--- config.mk ---
export PLATFORM = sky130hd
export DESIGN_NAME = button_press_classifier_core
export DESIGN_NICKNAME = d
export VERILOG_FILES = /design/src/design/bpc_pkg.sv /design/src/design/bpc_csr.sv /design/src/design/bpc_engine.sv /design/src/design/button_press_classifier_core.sv
export SDC_FILE = /design/constraint.sdc
export NUM_CORES = 1
export LEC_CHECK = 0
export BUFFER_PORTS_ARGS = -buffer_cell sky130_fd_sc_hd__buf_2
export CAP_MARGIN = 5
export CORE_ASPECT_RATIO = 0.75
export CORE_MARGIN = 2
export CORE_UTILIZATION = 34
export DETAILED_ROUTE_END_ITERATION = 6
export SYNTH_ARGS = -nofsm -noshare
export SYNTH_HDL_FRONTEND = slang
export SYNTH_HIERARCHICAL = 1
export SYNTH_SLANG_ARGS = --single-unit
--- constraint.sdc ---
create_clock -name clock -period 13.1 [get_ports clock]
set_clock_uncertainty 0.2 [all_clocks]
set_input_delay 1.31 -clock clock [delete_from_list [all_inputs] [get_ports clock]]
set_output_delay 1.31 -clock clock [all_outputs]
set_load 0.05 [all_outputs]
--- src/design/bpc_pkg.sv ---
package bpc_pkg;

   localparam int CFG_WIDTH  = 16;
   localparam int DATA_WIDTH = 32;
   localparam int ADDR_WIDTH = 4;

   typedef enum logic [1:0] {
      REG_DEBOUNCE  = 2'd0,
      REG_LONG      = 2'd1,
      REG_TIMEOUT   = 2'd2,
      REG_RELEASE   = 2'd3
   } reg_index_type;

   localparam logic [CFG_WIDTH-1:0] DEBOUNCE_RESET = 16'd50;
   localparam logic [CFG_WIDTH-1:0] LONG_RESET     = 16'd1000;
   localparam logic [CFG_WIDTH-1:0] TIMEOUT_RESET  = 16'd500;
   localparam logic                 RELEASE_RESET  = 1'b0;

   typedef struct packed {
      logic [CFG_WIDTH-1:0] debounce_ms;
      logic [CFG_WIDTH-1:0] long_press_ms;
      logic [CFG_WIDTH-1:0] repeat_timeout_ms;
      logic                 short_on_release;
   } cfg_type;

endpackage

--- src/design/bpc_csr.sv ---
module bpc_csr
   import bpc_pkg::*;
(
   input  logic                  clock,
   input  logic                  reset,
   input  logic                  csr_psel,
   input  logic                  csr_penable,
   input  logic                  csr_pwrite,
   input  logic [ADDR_WIDTH-1:0] csr_paddr,
   input  logic [DATA_WIDTH-1:0] csr_pwdata,
   output logic [DATA_WIDTH-1:0] csr_prdata,
   output logic                  csr_pready,
   output cfg_type               cfg
);

   cfg_type       cfg_ff;
   cfg_type       cfg_in;
   reg_index_type index;
   logic          write_en;

   assign index      = reg_index_type'(csr_paddr[3:2]);
   assign write_en   = csr_psel && csr_penable && csr_pwrite;
   assign csr_pready = 1'b1;
   assign cfg        = cfg_ff;

   always_comb begin
      cfg_in = cfg_ff;
      if (write_en) begin
         unique case (index)
            REG_DEBOUNCE: cfg_in.debounce_ms       = csr_pwdata[CFG_WIDTH-1:0];
            REG_LONG:     cfg_in.long_press_ms     = csr_pwdata[CFG_WIDTH-1:0];
            REG_TIMEOUT:  cfg_in.repeat_timeout_ms = csr_pwdata[CFG_WIDTH-1:0];
            REG_RELEASE:  cfg_in.short_on_release  = csr_pwdata[0];
            default:      cfg_in = cfg_ff;
         endcase
      end
   end

   always_comb begin
      unique case (index)
         REG_DEBOUNCE: csr_prdata = DATA_WIDTH'(cfg_ff.debounce_ms);
         REG_LONG:     csr_prdata = DATA_WIDTH'(cfg_ff.long_press_ms);
         REG_TIMEOUT:  csr_prdata = DATA_WIDTH'(cfg_ff.repeat_timeout_ms);
         REG_RELEASE:  csr_prdata = DATA_WIDTH'(cfg_ff.short_on_release);
         default:      csr_prdata = '0;
      endcase
   end

   always_ff @(posedge clock) begin
      if (reset) begin
         cfg_ff.debounce_ms       <= DEBOUNCE_RESET;
         cfg_ff.long_press_ms     <= LONG_RESET;
         cfg_ff.repeat_timeout_ms <= TIMEOUT_RESET;
         cfg_ff.short_on_release  <= RELEASE_RESET;
      end else begin
         cfg_ff <= cfg_in;
      end
   end

endmodule

--- src/design/bpc_engine.sv ---
module bpc_engine
   import bpc_pkg::*;
#(
   parameter int TIME_WIDTH  = 32,
   parameter int COUNT_WIDTH = 16
) (
   input  logic                   clock,
   input  logic                   reset,
   input  cfg_type                cfg,
   input  logic                   fire,
   input  logic                   kind,
   input  logic                   pin_down,
   input  logic [TIME_WIDTH-1:0]  now_ms,
   input  logic                   clear_short,
   input  logic                   clear_long,
   input  logic                   clear_count,
   output logic                   held,
   output logic                   short_seen,
   output logic                   long_seen,
   output logic [COUNT_WIDTH-1:0] press_count
);

   localparam logic [COUNT_WIDTH-1:0] COUNT_MAX = '1;

   logic                   down_ff, down_in;
   logic                   wait_ff, wait_in;
   logic                   short_ff, short_in;
   logic                   long_ff, long_in;
   logic                   done_ff, done_in;
   logic [TIME_WIDTH-1:0]  down_time_ff, down_time_in;
   logic [TIME_WIDTH-1:0]  rel_time_ff, rel_time_in;
   logic [TIME_WIDTH-1:0]  last_time_ff, last_time_in;
   logic [COUNT_WIDTH-1:0] count_ff, count_in;

   logic [TIME_WIDTH-1:0]  e_now_rel, e_rel_down, e_now_down, e_now_last, e_rel_last;
   logic [TIME_WIDTH-1:0]  debounce_t, long_t, timeout_t;
   logic [TIME_WIDTH-1:0]  note_gap, final_gap, hold_gap;
   logic                   do_press, do_release, cancel, arm;
   logic                   note_rel, note_press, note;
   logic                   mid_down, mid_wait, mid_done, long_fire;
   logic [COUNT_WIDTH-1:0] mid_count, out_count;
   logic                   out_short, out_long;

   assign e_now_rel  = now_ms - rel_time_ff;
   assign e_rel_down = rel_time_ff - down_time_ff;
   assign e_now_down = now_ms - down_time_ff;
   assign e_now_last = now_ms - last_time_ff;
   assign e_rel_last = rel_time_ff - last_time_ff;
   assign debounce_t = TIME_WIDTH'(cfg.debounce_ms);
   assign long_t     = TIME_WIDTH'(cfg.long_press_ms);
   assign timeout_t  = TIME_WIDTH'(cfg.repeat_timeout_ms);

   always_comb begin
      do_press   = 1'b0;
      do_release = 1'b0;
      cancel     = 1'b0;
      arm        = 1'b0;
      if (!kind) begin
         if (pin_down) begin
            if (!down_ff) begin
               do_press = 1'b1;
            end else if (wait_ff) begin
               if (e_now_rel >= debounce_t) begin
                  do_release = 1'b1;
                  do_press   = 1'b1;
               end else begin
                  cancel = 1'b1;
               end
            end
         end else if (down_ff && !wait_ff) begin
            arm = 1'b1;
         end
      end else if (down_ff && wait_ff) begin
         if (pin_down) begin
            if (e_now_rel >= debounce_t) begin
               do_release = 1'b1;
               do_press   = 1'b1;
            end else begin
               cancel = 1'b1;
            end
         end else if (e_now_rel >= debounce_t) begin
            do_release = 1'b1;
         end
      end

      note_rel   = do_release && cfg.short_on_release && !done_ff && (e_rel_down < long_t);
      note_press = do_press && !cfg.short_on_release;
      note       = note_rel || note_press;
      note_gap   = note_rel ? e_rel_last : e_now_last;

      mid_count = count_ff;
      if (note) begin
         if (count_ff == '0 || note_gap > timeout_t) begin
            mid_count = COUNT_WIDTH'(1);
         end else if (count_ff < COUNT_MAX) begin
            mid_count = count_ff + COUNT_WIDTH'(1);
         end
      end

      mid_down = do_press ? 1'b1 : (do_release ? 1'b0 : down_ff);
      mid_wait = (do_press || do_release || cancel) ? 1'b0 : (arm ? 1'b1 : wait_ff);
      mid_done = (do_press || do_release) ? 1'b0 : done_ff;
      hold_gap = do_press ? '0 : e_now_down;

      long_fire = kind && mid_down && !mid_wait && pin_down && !mid_done &&
                  (hold_gap >= long_t);

      out_short = short_ff || note;
      out_long  = long_ff || long_fire;
      if (long_fire) begin
         mid_count = '0;
      end

      if (note) begin
         final_gap = note_rel ? e_now_rel : '0;
      end else begin
         final_gap = e_now_last;
      end
      out_count = mid_count;
      if (mid_count != '0 && final_gap > timeout_t) begin
         out_count = '0;
      end

      down_in      = down_ff;
      wait_in      = wait_ff;
      done_in      = done_ff;
      short_in     = short_ff;
      long_in      = long_ff;
      count_in     = count_ff;
      down_time_in = down_time_ff;
      rel_time_in  = rel_time_ff;
      last_time_in = last_time_ff;
      if (fire) begin
         down_in      = mid_down;
         wait_in      = mid_wait;
         done_in      = mid_done || long_fire;
         short_in     = out_short && !clear_short;
         long_in      = out_long && !clear_long;
         count_in     = clear_count ? '0 : out_count;
         down_time_in = do_press ? now_ms : down_time_ff;
         rel_time_in  = arm ? now_ms : rel_time_ff;
         last_time_in = note ? (note_rel ? rel_time_ff : now_ms) : last_time_ff;
      end
   end

   assign held        = mid_down;
   assign short_seen  = out_short;
   assign long_seen   = out_long;
   assign press_count = out_count;

   always_ff @(posedge clock) begin
      if (reset) begin
         down_ff      <= 1'b0;
         wait_ff      <= 1'b0;
         done_ff      <= 1'b0;
         short_ff     <= 1'b0;
         long_ff      <= 1'b0;
         count_ff     <= '0;
         down_time_ff <= '0;
         rel_time_ff  <= '0;
         last_time_ff <= '0;
      end else begin
         down_ff      <= down_in;
         wait_ff      <= wait_in;
         done_ff      <= done_in;
         short_ff     <= short_in;
         long_ff      <= long_in;
         count_ff     <= count_in;
         down_time_ff <= down_time_in;
         rel_time_ff  <= rel_time_in;
         last_time_ff <= last_time_in;
      end
   end

   a_wait_needs_down: assert property (@(posedge clock) disable iff (reset)
      wait_ff |-> down_ff)
      else $error("A release is pending while the button is up.");

   a_done_needs_down: assert property (@(posedge clock) disable iff (reset)
      done_ff |-> down_ff)
      else $error("A long press is marked while the button is up.");

   a_clear_count: assert property (@(posedge clock) disable iff (reset)
      fire && clear_count |=> count_ff == '0)
      else $error("The press count survived a clear request.");

endmodule

--- src/design/button_press_classifier_core.sv ---
// Debounced button classifier. Each accepted word is a timestamped pin event
// or poll; each one yields exactly one result word with the debounced level,
// the sticky short and long press flags and the consecutive press count. A
// word is held in the input register and evaluated there by the classifier,
// and its result sits in the output register until taken, so one word can be
// accepted every clock cycle; throughput is limited only by stall on the
// result side. The user must write configuration through the APB-style port
// only while no word is in flight; the block itself does not enforce this.
module button_press_classifier_core
   import bpc_pkg::*;
#(
   parameter int TIME_WIDTH  = 32,
   parameter int COUNT_WIDTH = 16
) (
   input  logic                   clock,
   input  logic                   reset,

   input  logic                   req_valid,
   output logic                   req_stall,
   input  logic                   req_kind,
   input  logic                   req_pin_down,
   input  logic [TIME_WIDTH-1:0]  req_now_ms,
   input  logic                   req_clear_short,
   input  logic                   req_clear_long,
   input  logic                   req_clear_count,

   output logic                   rsp_valid,
   input  logic                   rsp_stall,
   output logic                   rsp_held,
   output logic                   rsp_short_seen,
   output logic                   rsp_long_seen,
   output logic [COUNT_WIDTH-1:0] rsp_press_count,

   input  logic                   csr_psel,
   input  logic                   csr_penable,
   input  logic                   csr_pwrite,
   input  logic [ADDR_WIDTH-1:0]  csr_paddr,
   input  logic [DATA_WIDTH-1:0]  csr_pwdata,
   output logic [DATA_WIDTH-1:0]  csr_prdata,
   output logic                   csr_pready
);

   cfg_type cfg;

   logic                   in_valid_ff, in_valid_in;
   logic                   kind_ff, pin_ff, clr_short_ff, clr_long_ff, clr_count_ff;
   logic [TIME_WIDTH-1:0]  now_ff;
   logic                   out_valid_ff, out_valid_in;
   logic                   held_ff, short_ff, long_ff;
   logic [COUNT_WIDTH-1:0] count_ff;

   logic                   advance, fire, take;
   logic                   held_c, short_c, long_c;
   logic [COUNT_WIDTH-1:0] count_c;

   bpc_csr u_csr (
      .clock       (clock),
      .reset       (reset),
      .csr_psel    (csr_psel),
      .csr_penable (csr_penable),
      .csr_pwrite  (csr_pwrite),
      .csr_paddr   (csr_paddr),
      .csr_pwdata  (csr_pwdata),
      .csr_prdata  (csr_prdata),
      .csr_pready  (csr_pready),
      .cfg         (cfg)
   );

   assign advance   = !out_valid_ff || !rsp_stall;
   assign fire      = in_valid_ff && advance;
   assign req_stall = in_valid_ff && !advance;
   assign take      = req_valid && !req_stall;

   assign in_valid_in  = take ? 1'b1 : (fire ? 1'b0 : in_valid_ff);
   assign out_valid_in = fire || (out_valid_ff && rsp_stall);

   bpc_engine #(
      .TIME_WIDTH  (TIME_WIDTH),
      .COUNT_WIDTH (COUNT_WIDTH)
   ) u_engine (
      .clock       (clock),
      .reset       (reset),
      .cfg         (cfg),
      .fire        (fire),
      .kind        (kind_ff),
      .pin_down    (pin_ff),
      .now_ms      (now_ff),
      .clear_short (clr_short_ff),
      .clear_long  (clr_long_ff),
      .clear_count (clr_count_ff),
      .held        (held_c),
      .short_seen  (short_c),
      .long_seen   (long_c),
      .press_count (count_c)
   );

   always_ff @(posedge clock) begin
      if (reset) begin
         in_valid_ff  <= 1'b0;
         out_valid_ff <= 1'b0;
      end else begin
         in_valid_ff  <= in_valid_in;
         out_valid_ff <= out_valid_in;
      end
   end

   always_ff @(posedge clock) begin
      if (take) begin
         kind_ff      <= req_kind;
         pin_ff       <= req_pin_down;
         now_ff       <= req_now_ms;
         clr_short_ff <= req_clear_short;
         clr_long_ff  <= req_clear_long;
         clr_count_ff <= req_clear_count;
      end
      if (fire) begin
         held_ff  <= held_c;
         short_ff <= short_c;
         long_ff  <= long_c;
         count_ff <= count_c;
      end
   end

   assign rsp_valid       = out_valid_ff;
   assign rsp_held        = held_ff;
   assign rsp_short_seen  = short_ff;
   assign rsp_long_seen   = long_ff;
   assign rsp_press_count = count_ff;

   a_hold_when_blocked: assert property (@(posedge clock) disable iff (reset)
      in_valid_ff && out_valid_ff && rsp_stall |-> req_stall && !fire)
      else $error("A word advanced while the result register was blocked.");

   a_fire_gives_result: assert property (@(posedge clock) disable iff (reset)
      fire |=> out_valid_ff)
      else $error("An evaluated word produced no result.");

endmodule
# Word level (Yosys, flattened, before mapping)

Cells that the tools add are included.

Register bits after elaboration: 224
Latch bits: 0
RAM bits: 0
ROM bits: 0
Input port bits: 80
Output and inout bits: 54
Word-level logic and storage cells: 131
Memories: 0

$add $sub $neg: 6
Multipliers: 0
Divide/modulo/power cells: 0
Magnitude comparators: 6
Equality and inequality tests: 3
Shifts and indexed selects: 0
Mux-type cells: 40
Bitwise logic cells: 0
Reductions and logical operators: 51

Operators with widths:

| kind                                          | count |
|---|---|
| two-way mux 32 bit                            | 5 |
| subtractor 32 bit                             | 5 |
| case mux 32 bit (4 select lines)              | 1 |
| two-way mux 16 bit                            | 6 |
| greater-or-equal comparator 32 x 16 -> 1 bit  | 2 |
| > comparator 32 x 16 -> 1 bit                 | 2 |
| < comparator 32 x 16 -> 1 bit                 | 1 |
| two-way mux 1 bit                             | 28 |
| logical AND 1 bit                             | 20 |
| adder 16 x 1 -> 16 bit, second input constant | 1 |
| zero test 16 bit                              | 1 |
| < comparator 16 bit, second input constant    | 1 |
| nonzero test 16 bit                           | 1 |
| AND reduction 2 bit                           | 7 |
| zero test 1 bit                               | 11 |
| logical OR 1 bit                              | 9 |
| == test 2 bit, second input constant          | 2 |
| == test 2 x 1 -> 1 bit, second input constant | 1 |
| zero test 2 bit                               | 1 |
| nonzero test 2 bit                            | 1 |

# Logic depth before layout (Yosys ltp)

Gate-level depths: netlist of the first run.

Depth after elaboration: 20
Depth in mapped cells: 44
Gate-level depth less buffers: 41

# By module

Netlist of the first run, hierarchy kept.

By module, submodules not included:

| module                       | times used | cells an instance | area each (um^2) | seq. area each (um^2) |
|---|---|---|---|---|
| bpc_engine                   | 1          | 2605              | 17544.3          | 2342.2 |
| bpc_csr                      | 1          | 263               | 2524.9           | 980.9 |
| button_press_classifier_core | 1          | 66                | 1767.9           | 1721.7 |

# Worst setup path after synthesis of the first run

OpenSTA, ideal clock, no wires.

Kind: reg2reg
From: register u_engine.rel_time_ff[0]
To: register count_ff[1] (netlist: rsp_press_count[1]), data pin
Setup time: 0.255 ns
Data arrival time: 8.800 ns
Required time: 12.645 ns
Setup slack: 3.845 ns
Cell stages (with the launch flop): 42
Buffers on the path: 2
Period minus slack after synthesis: 9.255 ns
Cells stage by stage: dfxtp_1 -> inv_1 -> ha_1 -> inv_1 -> fa_1 -> a21o_1 -> a311o_1 -> nor2b_1 -> o21a_1 -> o21a_1 -> o21a_1 -> nor2_1 -> xnor2_1 -> ha_1 -> nand4_1 -> nor2_1 -> nand2_1 -> o2111ai_1 -> (+6 left out) -> clkbuf_1 -> mux2_2 -> ha_1 -> and3_1 -> a221o_1 -> a221oi_1 -> a211o_1 -> o211ai_1 -> or4_1 -> or4_1 -> nor2_1 -> and4b_1 -> mux2_2 -> a21oi_1 -> nor3_1 -> nor4b_2 -> o21ai_2 -> o21ba_1

Longest elaborated chain between the ends: 19
Elaborated cells on any way between the ends: 55
Classes of those cells: add/sub: 3; order compare: 5; mux: 30; reduce/logical: 17

Ends and longest elaborated chain:

| element                                                 | line                                                   | text |
|---|---|---|
| from (decl)                                             | bpc_engine.sv:31                                       | `logic [TIME_WIDTH-1:0] rel_time_ff, rel_time_in;` |
| from (signal assigned)                                  | bpc_engine.sv:170                                      | `rel_time_ff <= rel_time_in;` |
| subtractor 32 bit                                       | bpc_engine.sv:44                                       | `assign e_now_rel = now_ms - rel_time_ff;` |
| greater-or-equal comparator 32 x 16 -> 1 bit            | bpc_engine.sv:63, bpc_engine.sv:75, bpc_engine.sv:81   |  |
| two-way mux 1 bit                                       | bpc_engine.sv:63, bpc_engine.sv:75, bpc_engine.sv:81   |  |
| two-way mux 1 bit                                       | bpc_engine.sv:62                                       | `end else if (wait_ff) begin` |
| two-way mux 1 bit                                       | bpc_engine.sv:60                                       | `if (!down_ff) begin` |
| two-way mux 1 bit                                       | bpc_engine.sv:59                                       | `if (pin_down) begin` |
| two-way mux 1 bit                                       | bpc_engine.sv:58                                       | `if (!kind) begin` |
| logical AND 1 bit or logical OR 1 bit (tied branches)   | bpc_engine.sv:86, bpc_engine.sv:101, bpc_engine.sv:102 |  |
| (+4 left out)                                           | n/a                                                    |  |
| logical OR 1 bit or logical AND 1 bit (tied branches)   | bpc_engine.sv:93, bpc_engine.sv:105                    |  |
| two-way mux 16 bit or logical AND 1 bit (tied branches) | bpc_engine.sv:93, bpc_engine.sv:105                    |  |
| two-way mux 16 bit or logical AND 1 bit (tied branches) | bpc_engine.sv:92, bpc_engine.sv:105                    |  |
| two-way mux 16 bit                                      | bpc_engine.sv:110                                      | `if (long_fire) begin` |
| nonzero test 16 bit                                     | bpc_engine.sv:120                                      | `if (mid_count != '0 && final_gap > timeout_t) begin` |
| logical AND 1 bit                                       | bpc_engine.sv:120                                      |  |
| two-way mux 16 bit (*)                                  | bpc_engine.sv:120                                      |  |
| net count_c[1]                                          | button_press_classifier_core.sv:54                     | `logic [COUNT_WIDTH-1:0] count_c;` |
| to (signal assigned)                                    | button_press_classifier_core.sv:120                    | `count_ff <= count_c;` |
| to (decl)                                               | button_press_classifier_core.sv:50                     | `logic [COUNT_WIDTH-1:0] count_ff;` |

The timed path passes the listed nets; every way through them passes the cells marked *.
A chain may end at the register's enable or synchronous reset.

# Final worst setup path of the first run

From: register u_engine.rel_time_ff[0]
To: register u_engine.count_ff[12]

Longest elaborated chain between the ends: 20
Elaborated cells on any way between the ends: 56
Classes of those cells: add/sub: 3; order compare: 5; mux: 31; reduce/logical: 17

Ends and longest elaborated chain:

| element                                                 | line                                                   | text |
|---|---|---|
| subtractor 32 bit                                       | bpc_engine.sv:44                                       |  |
| greater-or-equal comparator 32 x 16 -> 1 bit            | bpc_engine.sv:63, bpc_engine.sv:75, bpc_engine.sv:81   |  |
| two-way mux 1 bit                                       | bpc_engine.sv:63, bpc_engine.sv:75, bpc_engine.sv:81   |  |
| two-way mux 1 bit                                       | bpc_engine.sv:62                                       |  |
| two-way mux 1 bit                                       | bpc_engine.sv:60                                       |  |
| two-way mux 1 bit                                       | bpc_engine.sv:59                                       |  |
| two-way mux 1 bit                                       | bpc_engine.sv:58                                       |  |
| logical AND 1 bit or logical OR 1 bit (tied branches)   | bpc_engine.sv:86, bpc_engine.sv:101, bpc_engine.sv:102 |  |
| (+4 left out)                                           | n/a                                                    |  |
| logical OR 1 bit or logical AND 1 bit (tied branches)   | bpc_engine.sv:93, bpc_engine.sv:105                    |  |
| two-way mux 16 bit or logical AND 1 bit (tied branches) | bpc_engine.sv:93, bpc_engine.sv:105                    |  |
| two-way mux 16 bit or logical AND 1 bit (tied branches) | bpc_engine.sv:92, bpc_engine.sv:105                    |  |
| two-way mux 16 bit                                      | bpc_engine.sv:110                                      |  |
| nonzero test 16 bit                                     | bpc_engine.sv:120                                      |  |
| logical AND 1 bit                                       | bpc_engine.sv:120                                      |  |
| two-way mux 16 bit (*)                                  | bpc_engine.sv:120                                      |  |
| two-way mux 16 bit (*)                                  | bpc_engine.sv:139                                      | `count_in = clear_count ? '0 : out_count;` |
| to (signal assigned)                                    | bpc_engine.sv:168                                      | `count_ff <= count_in;` |
| to (decl)                                               | bpc_engine.sv:33                                       | `logic [COUNT_WIDTH-1:0] count_ff, count_in;` |

Mark *: on every way between the ends. The rest lies on a longest branch, timed or not.

==> impl_metrics.toml, run 1 <==
[die]
die_x_um = 297
core_area_mm2 = 0.0636
core.rowCount = 80
die-area_mm2 = 0.0663
ios = 134
initial_utilization_pct = 34.4
dieHeight_um = 223

[timing]
hold_viol_final = 0
maxClockFrequency_mhz = 92.1
slew_violations = 0
max_slew_margin_pct = 26.5
max_slew.worst_pin.slew_ns = 1.10
hold_slack_ns = 0.222
setup_tns_ns = 0
period_minus_slack_ns = 10.86
setup_viol = 0
rsz0062_at_grt = "no"
finalCritPeriodShare_pct = 82.9

[setup_path]
r2r-start = "u_engine/rel_time_ff[0]$_SDFFE_PP0P_"
criticalPathCategory = "flop to flop"
startpoint = "u_engine/rel_time_ff[0]$_SDFFE_PP0P_"
critPathRequiredTime_ns = 13.41
rrSetupSlack_ns = 2.24
worstReg2RegEnd = "u_engine/count_ff[12]$_SDFFE_PP0P_"
cp_top_family = "simple AND/OR/NAND/NOR gates"
path_buf_inv = 3
cpPeakStageDelay_ns = 0.66
cp_max_fo = 23
arrival_ns = 11.16
r2r_cells = 36
cp_slowest_cell = "a2111o_2"
startpoint_type = "flop"
crit_path_end_kind = "flop"
cp_num_cells = 36

[global_routing]
grt_usage_pct = 21.1
grt_overflow = 0
grt_pass1_wl_um = 110000
grt_max_degree = 86
grt_pass1_vias = 18800
grt_antenna_before_repair = 1

[min_path]
whs_path_depth = 1
hold_path_end = "u_engine/long_ff$_SDFFE_PP0P_"
hp-class = "flop to flop"
min-delay-start = "clr_long_ff$_DFFE_PP_"

[cts]
post_cts_buffers = 0
ctsRootBufferMaster = "clkbuf_16"
clkTransAtPathRegs_ns = 0.06
cts_buffer_depth = 3
cts_max_level = 1
cts_tree = "done"
cts_resized = 0
cts_buffers = 29
clock_latency_ns = 0.58
cts_hold_buf = 0
cts_sinks = 224

[routing]
drt-pass1-iter-count = 6
via_per_inst = 5.55
drtIter0Drc = 2193
num_vias = 21300
wl_per_cell_um = 18.9
routed_wl_um = 72600
drc_errors = 0
antenna_left = 0

[logic_synthesis]
async_flop_share_pct = 0
yosysTopAreaCellShare_pct = 15.4
syn_area_mm2 = 0.0218
synth.area.top_cells = "dfxtp_1 (15%), ha_1 (14%), edfxtp_1 (7.7%)"
syn-mean-instance-area_um2 = 7.44
synth-edff-count = 56
synth-seq-cells = 224
yosysWarningCount = 6
synth_cell_type_count = 93
seq_area_frac_synth_pct = 23.1
synth_cells = 2934
yosys.area.top_type = "dfxtp_1"
synth_top_flop_cell = "dfxtp_1"

[pwr]
power_frac_comb_pct = 29.1
p_per_area_mw_per_mm2 = 91.2
vdd_drop_max_uv = 84.6
pwr-share-seq_pct = 34.6
p_leak_nw = 9.79
power.internal_w = 0.00143
clkPwrFrac_pct = 36.3
swShare_pct = 34.4
switchingPower_w = 0.000751

[place]
io_buffers = 98
dp_hpwl_um = 58300
finalWeightedCongestion = 0.963

[outcome]
status = "complete, no violations"

[finish]
layout-drive-gt1-share_pct = 7.65
area_delta_synth_final_pct = 9.56
filler_cell_count = 6674
n_antenna_cell = 0
fin_nets = 3277
utilization_pct = 37.6

[flow_run]
maxCapViolations = 0
==> through the flow <==
step | setup WS (ns) | power [W] | cells | area, um2
after detailed placement | 2.50 | 0.00139 | 3786 | 23000
after global placement | 2.57 | 0.00139 | 3786 | 23000
final | 2.24 | 0.00218 | 3840 | 23900
after floorplan | 3.85 | 0.00122 | 2949 | 21900
after CTS | 2.45 | 0.00219 | 3840 | 23900
after global routing | 1.81 | 0.00229 | 3840 | 23900
==> sequential cells by signal, indices dropped and copies added (netlist names), 16 cells and up <==
name and flops:
u_engine/last_time_ff 32, now_ff 32, u_engine/down_time_ff 32, rsp_press_count 16, u_csr/cfg 49, u_engine/rel_time_ff 32, u_engine/count_ff 16
==> worst register-to-register path: cells and delay by family, from the launching register on <==
family,cells,cell delay [ns]
DFF,1,0.33
muxes,2,0.50
and+or+nand+nor,14,4.26
xor gates and xnor gates,1,0.18
adders and majority gates,4,1.19
AOI/OAI and AO/OA,12,3.73
buffers and inverters,3,0.43
==> cell usage in the layout, fill, tap and decap left out, types with 18 or more instances in the layout <==
cell type	netlist	final
o21a_1	31	31
buf_4	18	24
buf_2	14	97
nor2_1	294	292
and3_1	29	29
nand2_1	366	365
mux2i_1	84	84
o21ai_0	166	166
nor3_1	36	36
inv_1	200	200
xor2_1	46	46
ha_1	236	236
edfxtp_1	56	56
clkbuf_16	0	30
nand2b_1	84	84
a21oi_1	329	329
o211ai_1	28	28
dfxtp_1	168	168
or3_1	18	18
nand4_1	54	54
xnor2_1	60	60
nand3_1	57	57
a21o_1	59	59
a211oi_1	41	41
a31oi_1	33	33
==> power groups by stage <==
| stage | sequential [W] | clock [W] | combinational (W) |
|---|---|---|---|
| 4_1_cts | 0.000753 | 0.000811 | 0.000625 |
| 2_1_floorplan | 0.000765 | 0 | 0.000459 |
| 3_3_place_gp | 0.000768 | 0 | 0.000621 |
| 3_5_place_dp | 0.000768 | 0 | 0.000621 |
| 6_report | 0.000754 | 0.000792 | 0.000635 |
| 5_1_grt | 0.000756 | 0.000840 | 0.000697 |
==> routing by layer <==
layer	GRT usage [%]	part of all wire [%]	vias up
li1	-	-	10600
met1	33.6	51	9900
met2	29.3	39	758
met3	2.87	8.1	78
met4	4.43	2.1	0
met5	0	0	-
==> cells in the mapped netlist (18+ instances only) <==
cell type	number
nand3_1	57
a21o_1	59
dfxtp_1	168
inv_1	200
a31oi_1	33
o21a_1	31
and3_1	29
xor2_1	46
or3_1	18
xnor2_1	60
nor2_1	294
o21ai_0	166
nand2_1	366
mux2i_1	84
nand4_1	54
nand2b_1	84
buf_4	18
ha_1	236
clkbuf_1	101
nor3_1	36
o211ai_1	28
edfxtp_1	56
a211oi_1	41
a21oi_1	329
==> logic make-up after synthesis <==
logic type / after synthesis / synth area share, %
AO/OA/AOI/OAI: 871 / 24.8
XOR/XNOR: 106 / 4.25
adder cells (fa/ha/maj): 241 / 14.0
buffers and inverters: 345 / 6.57
flip-flops: 224 / 23.1
multiplexers: 93 / 4.37
other: 2 / 0.0344
AND/OR/NAND/NOR: 1052 / 22.9
==> worst max path at each step <==
| stage | endpoint | slack [ns] |
|---|---|---|
| floorplan | rsp_press_count[1]$_DFFE_PP_ | 3.85 |
| global placement | u_engine/count_ff[2]$_SDFFE_PP0P_ | 2.57 |
| detailed placement | u_engine/count_ff[12]$_SDFFE_PP0P_ | 2.50 |
| CTS | u_engine/count_ff[12]$_SDFFE_PP0P_ | 2.45 |
| global route | u_engine/count_ff[5]$_SDFFE_PP0P_ | 1.81 |
| finish | u_engine/count_ff[12]$_SDFFE_PP0P_ | 2.24 |
==> cell type report <==
cell class,instances,area [um2],share of cell area (%)
clock buffers,41,832,3.48
clock inverters,13,116,0.486
inverters,200,751,3.14
multi-input cells,2380,15400,64.5
flip-flops and latches,224,5040,21.1
well taps,861,1080,4.50
repair buffers,121,666,2.78
Note: power is estimated with default switching activity, not from simulation.
==> run 2: changes to the inputs <==
- clock period: 13.1 -> 10.65 ns (I/O delays scaled with it)
==> run 2 against run 1 <==
Effect of this change: cell count grew 0.42%; worst setup slack lost 1.7 ns; register-to-register slack lost 1.7 ns; power grew 23%; utilization grew 0.25 points; non-clock buffer count grew 17; largest power group unchanged; highest routed layer unchanged.
==> impl_metrics.toml, run 2 (synthesis results as in run 1) <==
[setup_path]
r2r-start = "u_engine/rel_time_ff[0]$_SDFFE_PP0P_"
worstReg2RegEnd = "rsp_press_count[1]$_DFFE_PP_"
crit_end = "rsp_press_count[1]$_DFFE_PP_"
cp_slowest_cell = "or4_1"
critPathRequiredTime_ns = 10.90
criticalPathCategory = "flop to flop"
startpoint_type = "flop"
arrival_ns = 10.36
r2r_cells = 39
startpoint = "u_engine/rel_time_ff[0]$_SDFFE_PP0P_"
crit_path_end_kind = "flop"
cp_max_fo = 8
rrSetupSlack_ns = 0.54
cpPeakStageDelay_ns = 0.56

[pwr]
power.internal_w = 0.00174
p_per_area_mw_per_mm2 = 112
pwr-share-seq_pct = 34.3
switchingPower_w = 0.000942
clkPwrFrac_pct = 36.1
vdd_drop_max_uv = 127
power_w = 0.00269
swShare_pct = 35.1
p_leak_nw = 9.90
power_frac_comb_pct = 29.6

[die]
dieHeight_um = 223
core_area_mm2 = 0.0636
die_x_um = 297
core.rowCount = 80
initial_utilization_pct = 34.4
ios = 134
die-area_mm2 = 0.0663

[routing]
num_vias = 21700
via_per_inst = 5.62
drt-pass1-iter-count = 5
drtIter0Drc = 2387
routed_wl_um = 73800
antenna_left = 0
drc_errors = 0
wl_per_cell_um = 19.1

[global_routing]
grt_usage_pct = 21.6
grt_pass1_vias = 19300
grt_pass1_wl_um = 112000
grt_overflow = 0
grt_max_degree = 80
grt_antenna_before_repair = 0

[cts]
cts_tree = "done"
cts_hold_buf = 0
cts_sinks = 224
cts_buffers = 28
cts_max_level = 1
clock_latency_ns = 0.59
ctsRootBufferMaster = "clkbuf_16"
cts_buffer_depth = 3
clkTransAtPathRegs_ns = 0.06

[timing]
maxClockFrequency_mhz = 98.9
max_slew.worst_pin.slew_ns = 1.09
period_minus_slack_ns = 10.11
setup_viol = 0
setup_tns_ns = 0
finalCritPeriodShare_pct = 94.9
slew_violations = 0
max_slew_margin_pct = 27.1
rsz0062_at_grt = "no"
hold_viol_final = 0

[finish]
filler_cell_count = 6620
layout-drive-gt1-share_pct = 8.35
area_delta_synth_final_pct = 10.3
ff_latch_area_mm2 = 0.00504
fin_nets = 3293
multi_input_area_mm2 = 0.0155
final_common_cell = "nand2_1"
largest_register_ffs = 49
layout_common_cells = "nand2_1 (365), a21oi_1 (329), nor2_1 (292)"

[min_path]
whs_path_depth = 1
hp-class = "flop to flop"

[outcome]
status = "complete, no violations"

[place]
finalWeightedCongestion = 1.01
io_buffers = 98
dp_hpwl_um = 59300

[flow_run]
maxCapViolations = 0
==> run 2: cell types whose count changed in the layout (fill, tap and decap cells not counted), moves of 2 or more <==
cell        change
nor4_1          -2
clkbuf_1        -3
clkinvlp_4      -2
nor4_2          +2
inv_4           +2
buf_4          +17
==> run 2: area by class of cell <==
class | instances | area share, %
clock inverter | 16 | 0.613
clock buffer | 36 | 3.25
tap | 861 | 4.47
antenna | 1 | 0.0104
inverter | 200 | 3.12
multi-input combinational | 2380 | 64.3
sequential | 224 | 20.9
timing repair buffer | 138 | 3.29
==> run 2: worst min path at each step <==
stage / from / endpoint / slack [ns]
after CTS: clr_long_ff$_DFFE_PP_ / u_engine/long_ff$_SDFFE_PP0P_ / 0.23
after floorplan: clr_long_ff$_DFFE_PP_ / u_engine/long_ff$_SDFFE_PP0P_ / 0.21
after detailed placement: clr_long_ff$_DFFE_PP_ / u_engine/long_ff$_SDFFE_PP0P_ / 0.22
final: clr_long_ff$_DFFE_PP_ / u_engine/long_ff$_SDFFE_PP0P_ / 0.23
after global placement: clr_long_ff$_DFFE_PP_ / u_engine/long_ff$_SDFFE_PP0P_ / 0.23
after global routing: clr_long_ff$_DFFE_PP_ / u_engine/long_ff$_SDFFE_PP0P_ / 0.25
==> run 2: repair_timing <==
action,CTS,global route
endpoints found under the setup margin,0,26
buffers inserted,0,3
resized for setup,0,7
==> run 2: per-stage QoR <==
| step | hold WS [ns] | std cells | area (um2) | utilization [%] | setup slack, ns |
|---|---|---|---|---|---|
| floorplan | 0.209 | 2949 | 21900 | - | 1.40 |
| global placement | 0.226 | 3800 | 23100 | 36.3 | 0.431 |
| detailed placement | 0.218 | 3800 | 23100 | 36.3 | 0.307 |
| CTS | 0.227 | 3852 | 24000 | 37.8 | 0.326 |
| global route | 0.246 | 3855 | 24100 | 37.9 | 0.0196 |
| finish | 0.228 | 3856 | 24100 | 37.9 | 0.543 |
==> run 2: metal layers <==
metal / GRT usage [%] / share of wire (%) / vias up
met3: 4.34 / 10 / 74
met5: 0 / 0 / -
met2: 29.8 / 39 / 816
met4: 4.84 / 2.3 / 0
met1: 33.5 / 48 / 10200
li1: - / - / 10600
==> run 2: power by group through the flow <==
stage	Combinational, W	Sequential [W]	Clock [W]
detailed placement	0.000772	0.000938	0
CTS	0.000777	0.000920	0.000991
finish	0.000796	0.000921	0.000969
global placement	0.000770	0.000938	0
floorplan	0.000565	0.000941	0
global route	0.000875	0.000923	0.00102
==> run 2: worst max-delay path, delay by kind of cell, from the launching register on <==
family	cells	cell delay [ns]
multiplexers	2	0.46
XOR/XNOR	1	0.13
adder cells (fa/ha/maj)	4	1.12
buffers and inverters	2	0.18
AND/OR/NAND/NOR	15	3.83
flip-flops	1	0.32
AO/OA/AOI/OAI	15	3.73
==> run 3: changes to the inputs <==
- RECOVER_POWER: unset -> 50
==> run 3 against run 2 <==
Effect of this change: worst hold slack got worse by 0.0012 ns; largest power group unchanged; sequential cell count did not move; clock power barely moved; the run now ends with capacitance limit, slew limit left; power fell by 0.12%; combinational power barely moved; first-iteration DRC count fell by 4.5%; non-clock buffer count did not move; sequential power barely moved.
==> impl_metrics.toml, run 3 (synthesis results as in run 1) <==
[min_path]
whs_path_depth = 1
hp-class = "flop to flop"

[timing]
setup_tns_ns = 0
finalCritPeriodShare_pct = 95.2
period_minus_slack_ns = 10.14
hold_viol_final = 0
maxClockFrequency_mhz = 98.7
rsz0062_at_grt = "no"
slew_violations = 286
max_slew_margin_pct = -121
max_slew.worst_pin.slew_ns = 3.32
setup_viol = 0

[die]
ios = 134
core_area_mm2 = 0.0636
dieHeight_um = 223
initial_utilization_pct = 34.4
die-area_mm2 = 0.0663
core.rowCount = 80
die_x_um = 297

[cts]
cts_buffers = 28
cts_buffer_depth = 3
cts_max_level = 1
cts_sinks = 224
clock_latency_ns = 0.59
ctsRootBufferMaster = "clkbuf_16"
cts_hold_buf = 0
clkTransAtPathRegs_ns = 0.06
cts_tree = "done"

[pwr]
vdd_drop_max_uv = 126
clkPwrFrac_pct = 36.0
swShare_pct = 35.0
switchingPower_w = 0.000940
pwr-share-seq_pct = 34.4
p_leak_nw = 9.79
power.internal_w = 0.00174
p_per_area_mw_per_mm2 = 112
power_frac_comb_pct = 29.6

[global_routing]
grt_antenna_before_repair = 0
grt_max_degree = 80
grt_overflow = 0
grt_pass1_vias = 19300
grt_pass1_wl_um = 112000
grt_usage_pct = 21.6

[finish]
ff_latch_area_mm2 = 0.00504
final_common_cell = "nand2_1"
fin_nets = 3293
largest_register_ffs = 49
layout-drive-gt1-share_pct = 7.05
layout_common_cells = "nand2_1 (365), a21oi_1 (329), nor2_1 (292)"
area_delta_synth_final_pct = 9.98
final_cells = 3855
multi_input_area_mm2 = 0.0155
filler_cell_count = 6647
n_antenna_cell = 0

[setup_path]
cp_max_fo = 8
cp_top_family = "simple AND/OR/NAND/NOR gates"
criticalPathCategory = "flop to flop"
path_buf_inv = 2
arrival_ns = 10.39
r2r_cells = 36
critPathRequiredTime_ns = 10.90
startpoint_type = "flop"
cp_slowest_cell = "or4_1"
crit_path_end_kind = "flop"
cpPeakStageDelay_ns = 0.56
cp_num_cells = 36

[outcome]
violations = "capacitance limit, slew limit"
status = "finished, violations left"

[routing]
wl_per_cell_um = 19.2
drtIter0Drc = 2279
via_per_inst = 5.65
num_vias = 21800
routed_wl_um = 73900
antenna_left = 0
drt-pass1-iter-count = 5
drc_errors = 0

[place]
io_buffers = 98
finalWeightedCongestion = 1.01
dp_cells = 3800
dp_hpwl_um = 59300

[flow_run]
maxCapViolations = 6
## run 3: changes by cell type in the layout (fill, tap and decap cells not counted), sizes merged
cell,previous run,this run
clkbuf,36,73
diode,1,0
buf,138,101
## run 3: metal layers
metal | GRT usage [%] | share of wire, %
met4 | 4.84 | 2.3
met3 | 4.34 | 10
met1 | 33.5 | 48
met2 | 29.8 | 39
met5 | 0 | 0
## run 3: power groups by stage
stage                     clock network (W)  registers (W)  logic (W)
after global placement                    0       0.000938   0.000770
after CTS                          0.000991       0.000920   0.000777
after floorplan                           0       0.000941   0.000565
after global routing                0.00102       0.000924   0.000873
final                              0.000966       0.000922   0.000795
after detailed placement                  0       0.000938   0.000772
## run 3: cell type report
cell class | count | area share [%]
multi-input cells | 2380 | 64.5
flip-flops and latches | 224 | 21.0
well taps | 861 | 4.49
clock buffers | 36 | 3.26
inverters | 200 | 3.13
repair buffers | 138 | 3.06
clock inverters | 16 | 0.615
## run 3: timing repair
action                     in CTS  in global routing
setup endpoints to repair       0                 26
gates resized for setup         0                  7
buffers inserted                0                  3
## run 3: final timing paths
kind | startpoint | end | slack (ns)
worst max register to register | u_engine/rel_time_ff[0]$_SDFFE_PP0P_ | rsp_press_count[1]$_DFFE_PP_ | 0.51
worst min-delay path | clr_long_ff$_DFFE_PP_ | u_engine/long_ff$_SDFFE_PP0P_ | 0.23
worst min register to register | clr_long_ff$_DFFE_PP_ | u_engine/long_ff$_SDFFE_PP0P_ | 0.23
worst max-delay path | u_engine/rel_time_ff[0]$_SDFFE_PP0P_ | rsp_press_count[1]$_DFFE_PP_ | 0.51
## run 3: worst reg2reg max path: cells and delay by family (launching register included)
family | cells | cell delay [ns]
simple gates | 13 | 3.80
compound gates | 14 | 3.67
fa+ha+maj | 4 | 1.18
mux | 2 | 0.47
flops | 1 | 0.32
buf+inv | 2 | 0.19
xor+xnor | 1 | 0.19
## run 3: metrics by stage
stage / total power (W) / cell area (um2) / setup slack, ns / hold slack [ns] / utilization [%]
3_3_place_gp: 0.00171 / 23100 / 0.431 / 0.226 / 36.3
4_1_cts: 0.00269 / 24000 / 0.326 / 0.227 / 37.8
3_5_place_dp: 0.00171 / 23100 / 0.307 / 0.218 / 36.3
5_1_grt: 0.00282 / 24000 / 0.0196 / 0.246 / 37.8
2_1_floorplan: 0.00151 / 21900 / 1.40 / 0.209 / -
6_report: 0.00268 / 24000 / 0.515 / 0.227 / 37.8
